<file path="config.mk">
export PLATFORM = sky130hd
export DESIGN_NAME = least_loaded_server_dispatch
export DESIGN_NICKNAME = d
export VERILOG_FILES = /design/src/llsd_pkg.sv /design/src/least_loaded_server_dispatch.sv
export VERILOG_INCLUDE_DIRS = /design/src /design/src/src
export SDC_FILE = /design/constraint.sdc
export NUM_CORES = 2
export LEC_CHECK = 0
export BUFFER_PORTS_ARGS = -buffer_cell sky130_fd_sc_hd__buf_2
export CAP_MARGIN = 30
export CORE_UTILIZATION = 30
export CTS_CLUSTER_SIZE = 28
export DETAILED_ROUTE_END_ITERATION = 8
export HOLD_SLACK_MARGIN = 0.08
export PLACE_DENSITY_LB_ADDON = 0.08
export SLEW_MARGIN = 20
export SYNTH_ARGS = -nofsm -noshare
export SYNTH_HDL_FRONTEND = slang
export SYNTH_SLANG_ARGS = --single-unit
</file>
<file path="constraint.sdc">
create_clock -name clk_i -period 12.47 [get_ports clk_i]
set_clock_uncertainty 0.05 [all_clocks]
set_input_delay 1.247 -clock clk_i [delete_from_list [all_inputs] [get_ports clk_i]]
set_output_delay 1.247 -clock clk_i [all_outputs]
set_load 0.01 [all_outputs]
</file>
<file path="src/least_loaded_server_dispatch_assert.svh">
// assertion macros for least_loaded_server_dispatch
`ifndef LEAST_LOADED_SERVER_DISPATCH_ASSERT_SVH
`define LEAST_LOADED_SERVER_DISPATCH_ASSERT_SVH

`ifndef ASSERT_OFF
`define LLSD_ASSERT(lbl, prop) \
  lbl: assert property (@(posedge clk_i) disable iff (!rst_ni) prop) \
    else $error("least_loaded_server_dispatch: assertion failed");
`define LLSD_ASSERT_RST(lbl, prop) \
  lbl: assert property (@(posedge clk_i) prop) \
    else $error("least_loaded_server_dispatch: reset assertion failed");
`else
`define LLSD_ASSERT(lbl, prop)
`define LLSD_ASSERT_RST(lbl, prop)
`endif

`endif

</file>
<file path="src/llsd_pkg.sv">
package llsd_pkg;

  localparam int unsigned TIME_W = 20;
  localparam int unsigned LOAD_W = 32;
  localparam int unsigned SRV_W  = 6;
  localparam int unsigned DATA_W = 32;
  localparam int unsigned ADDR_W = 3;

  localparam logic [LOAD_W-1:0] LOAD_MAX = '1;

  localparam logic KIND_CUSTOMER = 1'b0;
  localparam logic KIND_CLEAR    = 1'b1;

  localparam logic [ADDR_W-3:0] REG_SERVERS_IN_USE = '0;
  localparam logic [SRV_W-1:0]  SERVERS_IN_USE_RST = SRV_W'(1);

  typedef enum logic [1:0] {
    ST_IDLE,
    ST_SCAN,
    ST_UPDATE,
    ST_DONE
  } llsd_state_e;

endpackage

</file>
<file path="src/least_loaded_server_dispatch.sv">
// Least-loaded server dispatch.
// Input channel (in_valid_i / in_stall_o) carries one request: kind_i and
// service_time_i. A customer request goes to the active server with the
// smallest accumulated load (lowest number on a tie) and adds its service
// time to that load, saturating at all ones. A clear request zeroes all loads.
// Output channel (out_valid_o / out_stall_i) gives one result per request:
// assigned_server_o, next_server_o and saturated_o.
// Loads sit in a memory of MAX_SERVERS words with one read and one write
// port; one comparator walks the active servers, one entry per cycle.
// A clear request goes straight to the output register. A customer request
// updates the load of the cached minimum, then rescans for the new minimum;
// after a servers_in_use write, a scan finds the minimum before the update.
// Only one request is in flight; in_stall_o is high until its result is in
// the output register. A stalled result holds; the next request is taken.
// Reset: all loads read as zero, servers_in_use is 1, no result is pending.
// The user must write servers_in_use over the APB port only while no request
// is in flight; the block itself does not enforce this.
`include "least_loaded_server_dispatch_assert.svh"

module least_loaded_server_dispatch #(
  parameter int unsigned MAX_SERVERS = 32
) (
  input  logic                        clk_i,
  input  logic                        rst_ni,
  input  logic                        in_valid_i,
  output logic                        in_stall_o,
  input  logic                        kind_i,
  input  logic [llsd_pkg::TIME_W-1:0] service_time_i,
  output logic                        out_valid_o,
  input  logic                        out_stall_i,
  output logic [llsd_pkg::SRV_W-1:0]  assigned_server_o,
  output logic [llsd_pkg::SRV_W-1:0]  next_server_o,
  output logic                        saturated_o,
  input  logic                        psel,
  input  logic                        penable,
  input  logic                        pwrite,
  input  logic [llsd_pkg::ADDR_W-1:0] paddr,
  input  logic [llsd_pkg::DATA_W-1:0] pwdata,
  output logic [llsd_pkg::DATA_W-1:0] prdata,
  output logic                        pready
);
  import llsd_pkg::*;

  localparam int unsigned IDX_W = $clog2(MAX_SERVERS);
  localparam int unsigned CNT_W = $clog2(MAX_SERVERS + 1);

  llsd_state_e state_q, state_d;
  logic [CNT_W-1:0]  cnt_q, cnt_d;
  logic              scan_post_q, scan_post_d;
  logic [IDX_W-1:0]  best_q, best_d;
  logic [LOAD_W-1:0] best_load_q, best_load_d;
  logic              best_vld_q, best_vld_d;
  logic [TIME_W-1:0] time_q, time_d;
  logic [SRV_W-1:0]  res_assigned_q, res_assigned_d;
  logic              res_sat_q, res_sat_d;
  logic              out_valid_q, out_valid_d;
  logic [SRV_W-1:0]  out_assigned_q, out_assigned_d;
  logic [SRV_W-1:0]  out_next_q, out_next_d;
  logic              out_sat_q, out_sat_d;
  logic [SRV_W-1:0]  su_q;

  logic [LOAD_W-1:0]      mem [MAX_SERVERS];
  logic [MAX_SERVERS-1:0] vld_q;
  logic [LOAD_W-1:0]      rd_data_q;
  logic                   rd_vld_q;
  logic [IDX_W-1:0]       rd_addr;
  logic                   mem_we;
  logic [LOAD_W-1:0]      mem_wdata;
  logic                   clr_all;

  logic [CNT_W-1:0]  n_act;
  logic [LOAD_W-1:0] cand_load;
  logic [LOAD_W:0]   sum;
  logic [LOAD_W-1:0] upd_load;
  logic [IDX_W-1:0]  cmp_idx;
  logic              cfg_wr;
  logic              cfg_hit;

  // apb register
  assign pready  = 1'b1;
  assign cfg_wr  = psel & penable & pwrite & pready;
  assign cfg_hit = (paddr[ADDR_W-1:2] == REG_SERVERS_IN_USE);
  assign prdata  = cfg_hit ? DATA_W'(su_q) : '0;

  always_ff @(posedge clk_i or negedge rst_ni) begin
    if (!rst_ni) begin
      su_q <= SERVERS_IN_USE_RST;
    end else if (cfg_wr && cfg_hit) begin
      su_q <= pwdata[SRV_W-1:0];
    end
  end

  // active server count, clamped to 1..MAX_SERVERS
  always_comb begin
    if (su_q == '0) begin
      n_act = CNT_W'(1);
    end else if (32'(su_q) > MAX_SERVERS) begin
      n_act = CNT_W'(MAX_SERVERS);
    end else begin
      n_act = CNT_W'(su_q);
    end
  end

  assign rd_addr   = (cnt_q < n_act) ? cnt_q[IDX_W-1:0] : '0;
  assign cand_load = rd_vld_q ? rd_data_q : '0;
  assign cmp_idx   = IDX_W'(cnt_q - CNT_W'(1));
  assign sum       = {1'b0, best_load_q} + (LOAD_W + 1)'(time_q);
  assign upd_load  = sum[LOAD_W] ? LOAD_MAX : sum[LOAD_W-1:0];
  assign mem_wdata = upd_load;

  always_comb begin
    state_d        = state_q;
    cnt_d          = cnt_q;
    scan_post_d    = scan_post_q;
    best_d         = best_q;
    best_load_d    = best_load_q;
    best_vld_d     = best_vld_q;
    time_d         = time_q;
    res_assigned_d = res_assigned_q;
    res_sat_d      = res_sat_q;
    out_valid_d    = out_valid_q & out_stall_i;
    out_assigned_d = out_assigned_q;
    out_next_d     = out_next_q;
    out_sat_d      = out_sat_q;
    mem_we         = 1'b0;
    clr_all        = 1'b0;

    unique case (state_q)
      ST_IDLE: begin
        if (cfg_wr) begin
          best_vld_d = 1'b0;
        end
        if (in_valid_i) begin
          if (kind_i == KIND_CLEAR) begin
            clr_all        = 1'b1;
            best_d         = '0;
            best_load_d    = '0;
            best_vld_d     = 1'b1;
            res_assigned_d = '0;
            res_sat_d      = 1'b0;
            state_d        = ST_DONE;
          end else begin
            time_d = service_time_i;
            if (best_vld_q) begin
              state_d = ST_UPDATE;
            end else begin
              cnt_d       = '0;
              scan_post_d = 1'b0;
              state_d     = ST_SCAN;
            end
          end
        end
      end
      ST_SCAN: begin
        // read data is registered, so it belongs to the previous counter value
        if (cnt_q != '0) begin
          if (cnt_q == CNT_W'(1) || cand_load < best_load_q) begin
            best_d      = cmp_idx;
            best_load_d = cand_load;
          end
        end
        if (cnt_q == n_act) begin
          if (scan_post_q) begin
            best_vld_d = 1'b1;
            state_d    = ST_DONE;
          end else begin
            state_d = ST_UPDATE;
          end
        end else begin
          cnt_d = cnt_q + CNT_W'(1);
        end
      end
      ST_UPDATE: begin
        mem_we         = 1'b1;
        res_assigned_d = SRV_W'({1'b0, best_q} + 1);
        res_sat_d      = (upd_load == LOAD_MAX);
        cnt_d          = '0;
        scan_post_d    = 1'b1;
        state_d        = ST_SCAN;
      end
      ST_DONE: begin
        if (!out_valid_q || !out_stall_i) begin
          out_valid_d    = 1'b1;
          out_assigned_d = res_assigned_q;
          out_next_d     = SRV_W'({1'b0, best_q} + 1);
          out_sat_d      = res_sat_q;
          state_d        = ST_IDLE;
        end
      end
      default: begin
        state_d = ST_IDLE;
      end
    endcase
  end

  always_ff @(posedge clk_i or negedge rst_ni) begin
    if (!rst_ni) begin
      state_q     <= ST_IDLE;
      cnt_q       <= '0;
      scan_post_q <= 1'b0;
      best_q      <= '0;
      best_load_q <= '0;
      best_vld_q  <= 1'b1;
      out_valid_q <= 1'b0;
      vld_q       <= '0;
    end else begin
      state_q     <= state_d;
      cnt_q       <= cnt_d;
      scan_post_q <= scan_post_d;
      best_q      <= best_d;
      best_load_q <= best_load_d;
      best_vld_q  <= best_vld_d;
      out_valid_q <= out_valid_d;
      if (clr_all) begin
        vld_q <= '0;
      end else if (mem_we) begin
        vld_q[best_q] <= 1'b1;
      end
    end
  end

  always_ff @(posedge clk_i) begin
    time_q         <= time_d;
    res_assigned_q <= res_assigned_d;
    res_sat_q      <= res_sat_d;
    out_assigned_q <= out_assigned_d;
    out_next_q     <= out_next_d;
    out_sat_q      <= out_sat_d;
  end

  // load memory
  always_ff @(posedge clk_i) begin
    if (mem_we) begin
      mem[best_q] <= mem_wdata;
    end
    rd_data_q <= mem[rd_addr];
    rd_vld_q  <= vld_q[rd_addr];
  end

  assign in_stall_o        = (state_q != ST_IDLE);
  assign out_valid_o       = out_valid_q;
  assign assigned_server_o = out_assigned_q;
  assign next_server_o     = out_next_q;
  assign saturated_o       = out_sat_q;

  `LLSD_ASSERT(a_scan_bound, state_q == ST_SCAN |-> cnt_q <= n_act)
  `LLSD_ASSERT(a_done_has_min, state_q == ST_DONE |-> best_vld_q)
  `LLSD_ASSERT(a_write_then_scan, mem_we |=> state_q == ST_SCAN && cnt_q == '0 && scan_post_q)
  `LLSD_ASSERT_RST(a_reset_quiet, !rst_ni |-> !out_valid_o && !in_stall_o)

endmodule
</file>
* Word level (Yosys, flattened, before mapping)
Memories as Yosys holds them, arrays and structs flattened. A register that Yosys moved wholly into a read port is not among the register bits. Index checks and enable logic that the tools add are counted.
Storage, ports and cells: register bits 127, bits in writable memories 1024, input port bits 63, output and inout port bits 48, word-level logic and storage cells 129, memories 1
Memory list:
- mem | words 32, bits a word 32, read ports 1, clocked after Yosys merged registers in 1, write ports 1, line least_loaded_server_dispatch.sv:62 | logic [LOAD_W-1:0] mem [MAX_SERVERS];
Cells by class: $add $sub $neg 4, magnitude comparators 6, eq/ne operators 16, mux-type cells 58, bitwise logic cells 6, reduce and logical (&&, ||, !) cells 22
Operator list (count):
- 32-bit 2-to-1 mux | 8
- 32-bit one-hot mux with 2 select lines | 1
- 6-bit 2-to-1 mux | 9
- 32-bit by 20-bit adder with 33-bit output | 1
- 32-bit equality test (second input constant) | 1
- 32-bit less-than comparator | 1
- 32-bit bitwise OR | 1
- 5-bit 2-to-1 mux | 5
- 1-bit 2-to-1 mux | 21
- 2-bit != test (second input constant) | 10
- 6-bit one-hot mux with 3 select lines | 1
- 5-bit by 6-bit less-than comparator with 1-bit output (second input constant) | 2
- 6-bit one-hot mux with 2 select lines | 1
- 3-bit AND reduction | 4
- 2-bit 2-to-1 mux | 5
- 5-bit one-hot mux with 2 select lines | 1
- 5-bit AND reduction | 2
- 2-bit one-hot mux with 4 select lines | 1
- 2-bit nonzero test | 4
- 5-bit by 1-bit adder with 6-bit output (second input constant) | 1
- 6-bit by 1-bit adder with 6-bit output (second input constant) | 1
- 6-bit by 1-bit equality test with 1-bit output (second input constant) | 1
- 6-bit equality test | 1
- 6-bit > comparator (second input constant) | 1
- 19 further kinds | 28

* Logic depth before layout (Yosys ltp)
depth after elaboration 7, mapped depth 18

* Worst setup path after synthesis
OpenSTA, ideal clock, no wires.
path type register to register, start register cnt_q[0], end register rd_data_q[22], read port of mem, library setup time 0.122 ns, arrival time 3.902 ns, required time 12.298 ns, slack 8.396 ns, stages on the path, launching flop included 19, period minus slack after synthesis 4.074 ns, path through dfrtp_1 > clkbuf_1 > inv_2 > clkbuf_1 > buf_1 > ha_1 > nor2b_1 > o21a_1 > o21ai_0 > a211o_1 > buf_2 > and2_1 > clkbuf_1 > clkbuf_1 > buf_2 > mux4_2 > a22o_1 > nor2_1 > o31ai_1
Between the ends: cells in the longest elaborated chain, start to end 2
Ends and longest elaborated chain:
- start, declared | line least_loaded_server_dispatch.sv:48 | logic [CNT_W-1:0] cnt_q, cnt_d;
- start signal, assigned | line least_loaded_server_dispatch.sv:208 | cnt_q <= cnt_d;
- 6-bit less-than comparator | line least_loaded_server_dispatch.sv:104 | assign rd_addr = (cnt_q < n_act) ? cnt_q[IDX_W-1:0] : '0;
- 5-bit 2-to-1 mux (*) | line least_loaded_server_dispatch.sv:104
- end, declared | line least_loaded_server_dispatch.sv:64 | logic [LOAD_W-1:0] rd_data_q;
Every way passes the cells marked *; elsewhere a longest branch is shown, timed or not. A chain may end at the register's enable or synchronous reset.

* Final worst setup path
start register cnt_q[0], end register rd_data_q[20], read port of mem
Same word-level chain as after synthesis.

==> metrics.csv <==
metric;value;unit
status;complete, no violations;
GRT Util Overall;0.1781;
first-pass GRT wire length;202900;µm
grt total ovfl;0;
CTS resizes;0;
CTS tree;built;
routed len/inst;27.67;µm
DRC errors left;0;
RSZ-0062 raised after global routing;false;
initial cell density of the core;0.3035;
Post-synth EDFFs;1064;
post-synthesis cell area;0.04757;mm²
Area growth syn-to-layout;16.42;%
synth top area cells;edfxtp_1, mux4_2, dfrtp_1;
Num CTS Buffers;137;
Finished Layout Cells;5152;
# hold bufs at CTS;0;
Post CTS Setup Buffer Count;0;
commonest non-fill, non-tap cell in the layout;edfxtp_1;
highest clock rate;171.9;MHz
post-synthesis cell count;2850;
vias in the first global route;26950;
top cell type's share of synthesized area;0.6716;
crit path DAT;6.40;ns
die area;0.1602;mm²
Pleak;18.54;nW
power density cells;227.5;mW/mm²
worst hold slack;0.3651;ns
Routed WL;142600;µm
gpl congestion;0.7494;
worst-case vdd ir drop;0.1503;mV
yosys warns;0;
core area;0.1568;mm²
final instance area;0.05539;mm²
endpoint class of the critical path;flop;
Sink Count;1183;
worst-margin pin slew;0.9881;ns
path depth of the worst reg2reg path;13;
DRT Pass-1 Iters;5;
vias per cell;5.079;
clock root buffer;clkbuf_16;
Die H;400.2;µm
hold path cells;0;
Final setup violation count;0;
Setup Slack @ Placement;6.481;ns
fin crit share;0.4666;
FF/Latch Area;0.03477;mm²
count of final max-slew check failures;0;
layout cells sized above 1;0.2014;
Std-Cell Rows;145;
Max Fanout on Critical Path;43;
top_reg_cell synth;edfxtp_1;
CTS clk-pin slew, worst paths;0.06;ns
post-detail-place hpwl;77970;µm
antenna viol nets, final;0;
worst endpoint required time;13.05;ns
crit path time final;5.819;ns
hold_sp;res_sat_q;
first-iteration detailed-routing DRC count;2186;
Max-Cap Viols;0;
H-tree depth;4;
area of the multi-input gates;0.01237;mm²
initial antenna violation count;11;
nets@finish;3115;
dominant cell type by area after synthesis;edfxtp_1;
Syn Area/Cell;16.69;µm²
worst r2r src;cnt_q[0];
Placed Cells;4891;
Worst-Skew Late Latency;0.77;ns
Placed Area;0.05076;mm²
clock buffer depth;3;
highest-count cells in the layout ignoring fill and taps;edfxtp_1, nand2_1, mux4_2;
FF+latch count, synth;1183;
ys async rst share;0.07270;
Reg2Reg Setup Slack;6.65;ns
Reg2Reg Capture Point;rd_data_q[20];
Slew HR;0.3365;
Final Hold Fails;0;
IO Pins;111;
CP Class;flop to flop;
port bufs;55;
Die Width;400.2;µm
pin count of the biggest net entering global routing;141;
count of different cell masters after synthesis;62;
vias;26170;
crit path launch type;flop;
fillers;14790;
Seq/Total Area, Yosys;0.7308;
post-route setup slack;6.651;ns
worst min path class;flop to flop;
Hold Path Sink;saturated_o;
Fin Setup TNS;0;ns
[critical path, cell delays in order, from the launching register on]
cell and delay (ns):
dfrtp_1 0.72, inv_8 0.29, ha_1 0.30, nor2b_1 0.11
o21a_1 0.11, o21ai_0 0.07, a211o_1 0.49, nand2_4 0.59
buf_4 0.78, buf_4 0.74, mux4_2 0.59, a22o_1 0.24
nor2_1 0.34, o31ai_1 0.13
[stage by stage]
stage                     total power, mW    util
after global placement              8.646  0.3232
after CTS                           12.72  0.3519
after detailed placement            8.738  0.3238
after global routing                13.18  0.3533
after floorplan                     7.407       -
final                               12.60  0.3533
[sequential cells by signal (all words and copies together), names as in the netlist]
name	count
state_q	2
res_assigned_q	6
saturated_o	1
mem	1024
time_q	20
vld_q	32
rd_data_q	32
assigned_server_o	6
best_vld_q	1
best_q	5
next_server_o	6
res_sat_q	1
scan_post_q	1
rd_vld_q	1
cnt_q	6
out_valid_o	1
su_q	6
best_load_q	32
[cell families (layout without fill, tap and decap cells)]
family                     after synthesis  after routing  share of synthesized area
DFF                                   1183           1183                     0.7308
and+or+nand+nor                        722            722                    0.06625
AOI/OAI and AO/OA                      389            389                    0.05655
muxes                                  244            244                     0.1038
buffers and inverters                  213            431                    0.01930
adders and majority gates               66             66                    0.01752
xor gates and xnor gates                31             31                   0.005707
other                                    2             28                  0.0001579
[worst max-delay path by stage]
stage	from	endpoint	depth (start not counted)	slack [ns]
after global placement	cnt_q[0]	rd_data_q[20]	13	6.49
after detailed placement	cnt_q[0]	rd_data_q[20]	13	6.48
after global routing	cnt_q[0]	rd_data_q[20]	13	6.15
after floorplan	cnt_q[0]	rd_data_q[22]	18	8.40
final	cnt_q[0]	rd_data_q[20]	13	6.65
after CTS	cnt_q[0]	rd_data_q[20]	13	6.46
[routing by layer]
metal,global-route usage,wire length (µm),vias up
met5,0,16,-
li1,-,-,11330
met3,0.02874,6188,184
met4,0.04629,2601,2
met2,0.2926,68750,605
met1,0.2447,65000,14050
[layout make-up]
cell class | instances | area share
sequential | 1183 | 0.6277
inverter | 42 | 0.002982
clock buffer | 198 | 0.07123
multi-input combinational | 1479 | 0.2233
clock inverter | 48 | 0.008223
timing repair buffer | 143 | 0.01999
antenna | 1 | 0.00004518
tap | 2058 | 0.04649
[where the power goes]
group	internal, mW	switching, mW
clock	2.34	1.60
sequential	4.89	0.195
combinational	1.31	2.26
[synth_stat cells, drive strengths merged, types with 3 or more instances]
cell type,n
edfxtp,1064
nand2,299
nor2,210
mux4,198
clkbuf,113
nand3,86
dfrtp,84
a22o,66
ha,65
o21ai,63
buf,58
a31oi,43
and2,42
inv,42
a21oi,38
o31ai,36
o21a,35
o22ai,35
a21boi,33
dfxtp,33
mux2i,33
xnor2,22
a21o,20
nand4,16
nor3,14
mux2,13
nor2b,11
and3,9
xor2,9
or2,7
nand2b,6
nor4,6
nand3b,5
a211o,3
or3,3
Note: power is estimated with default switching activity, not from simulation.
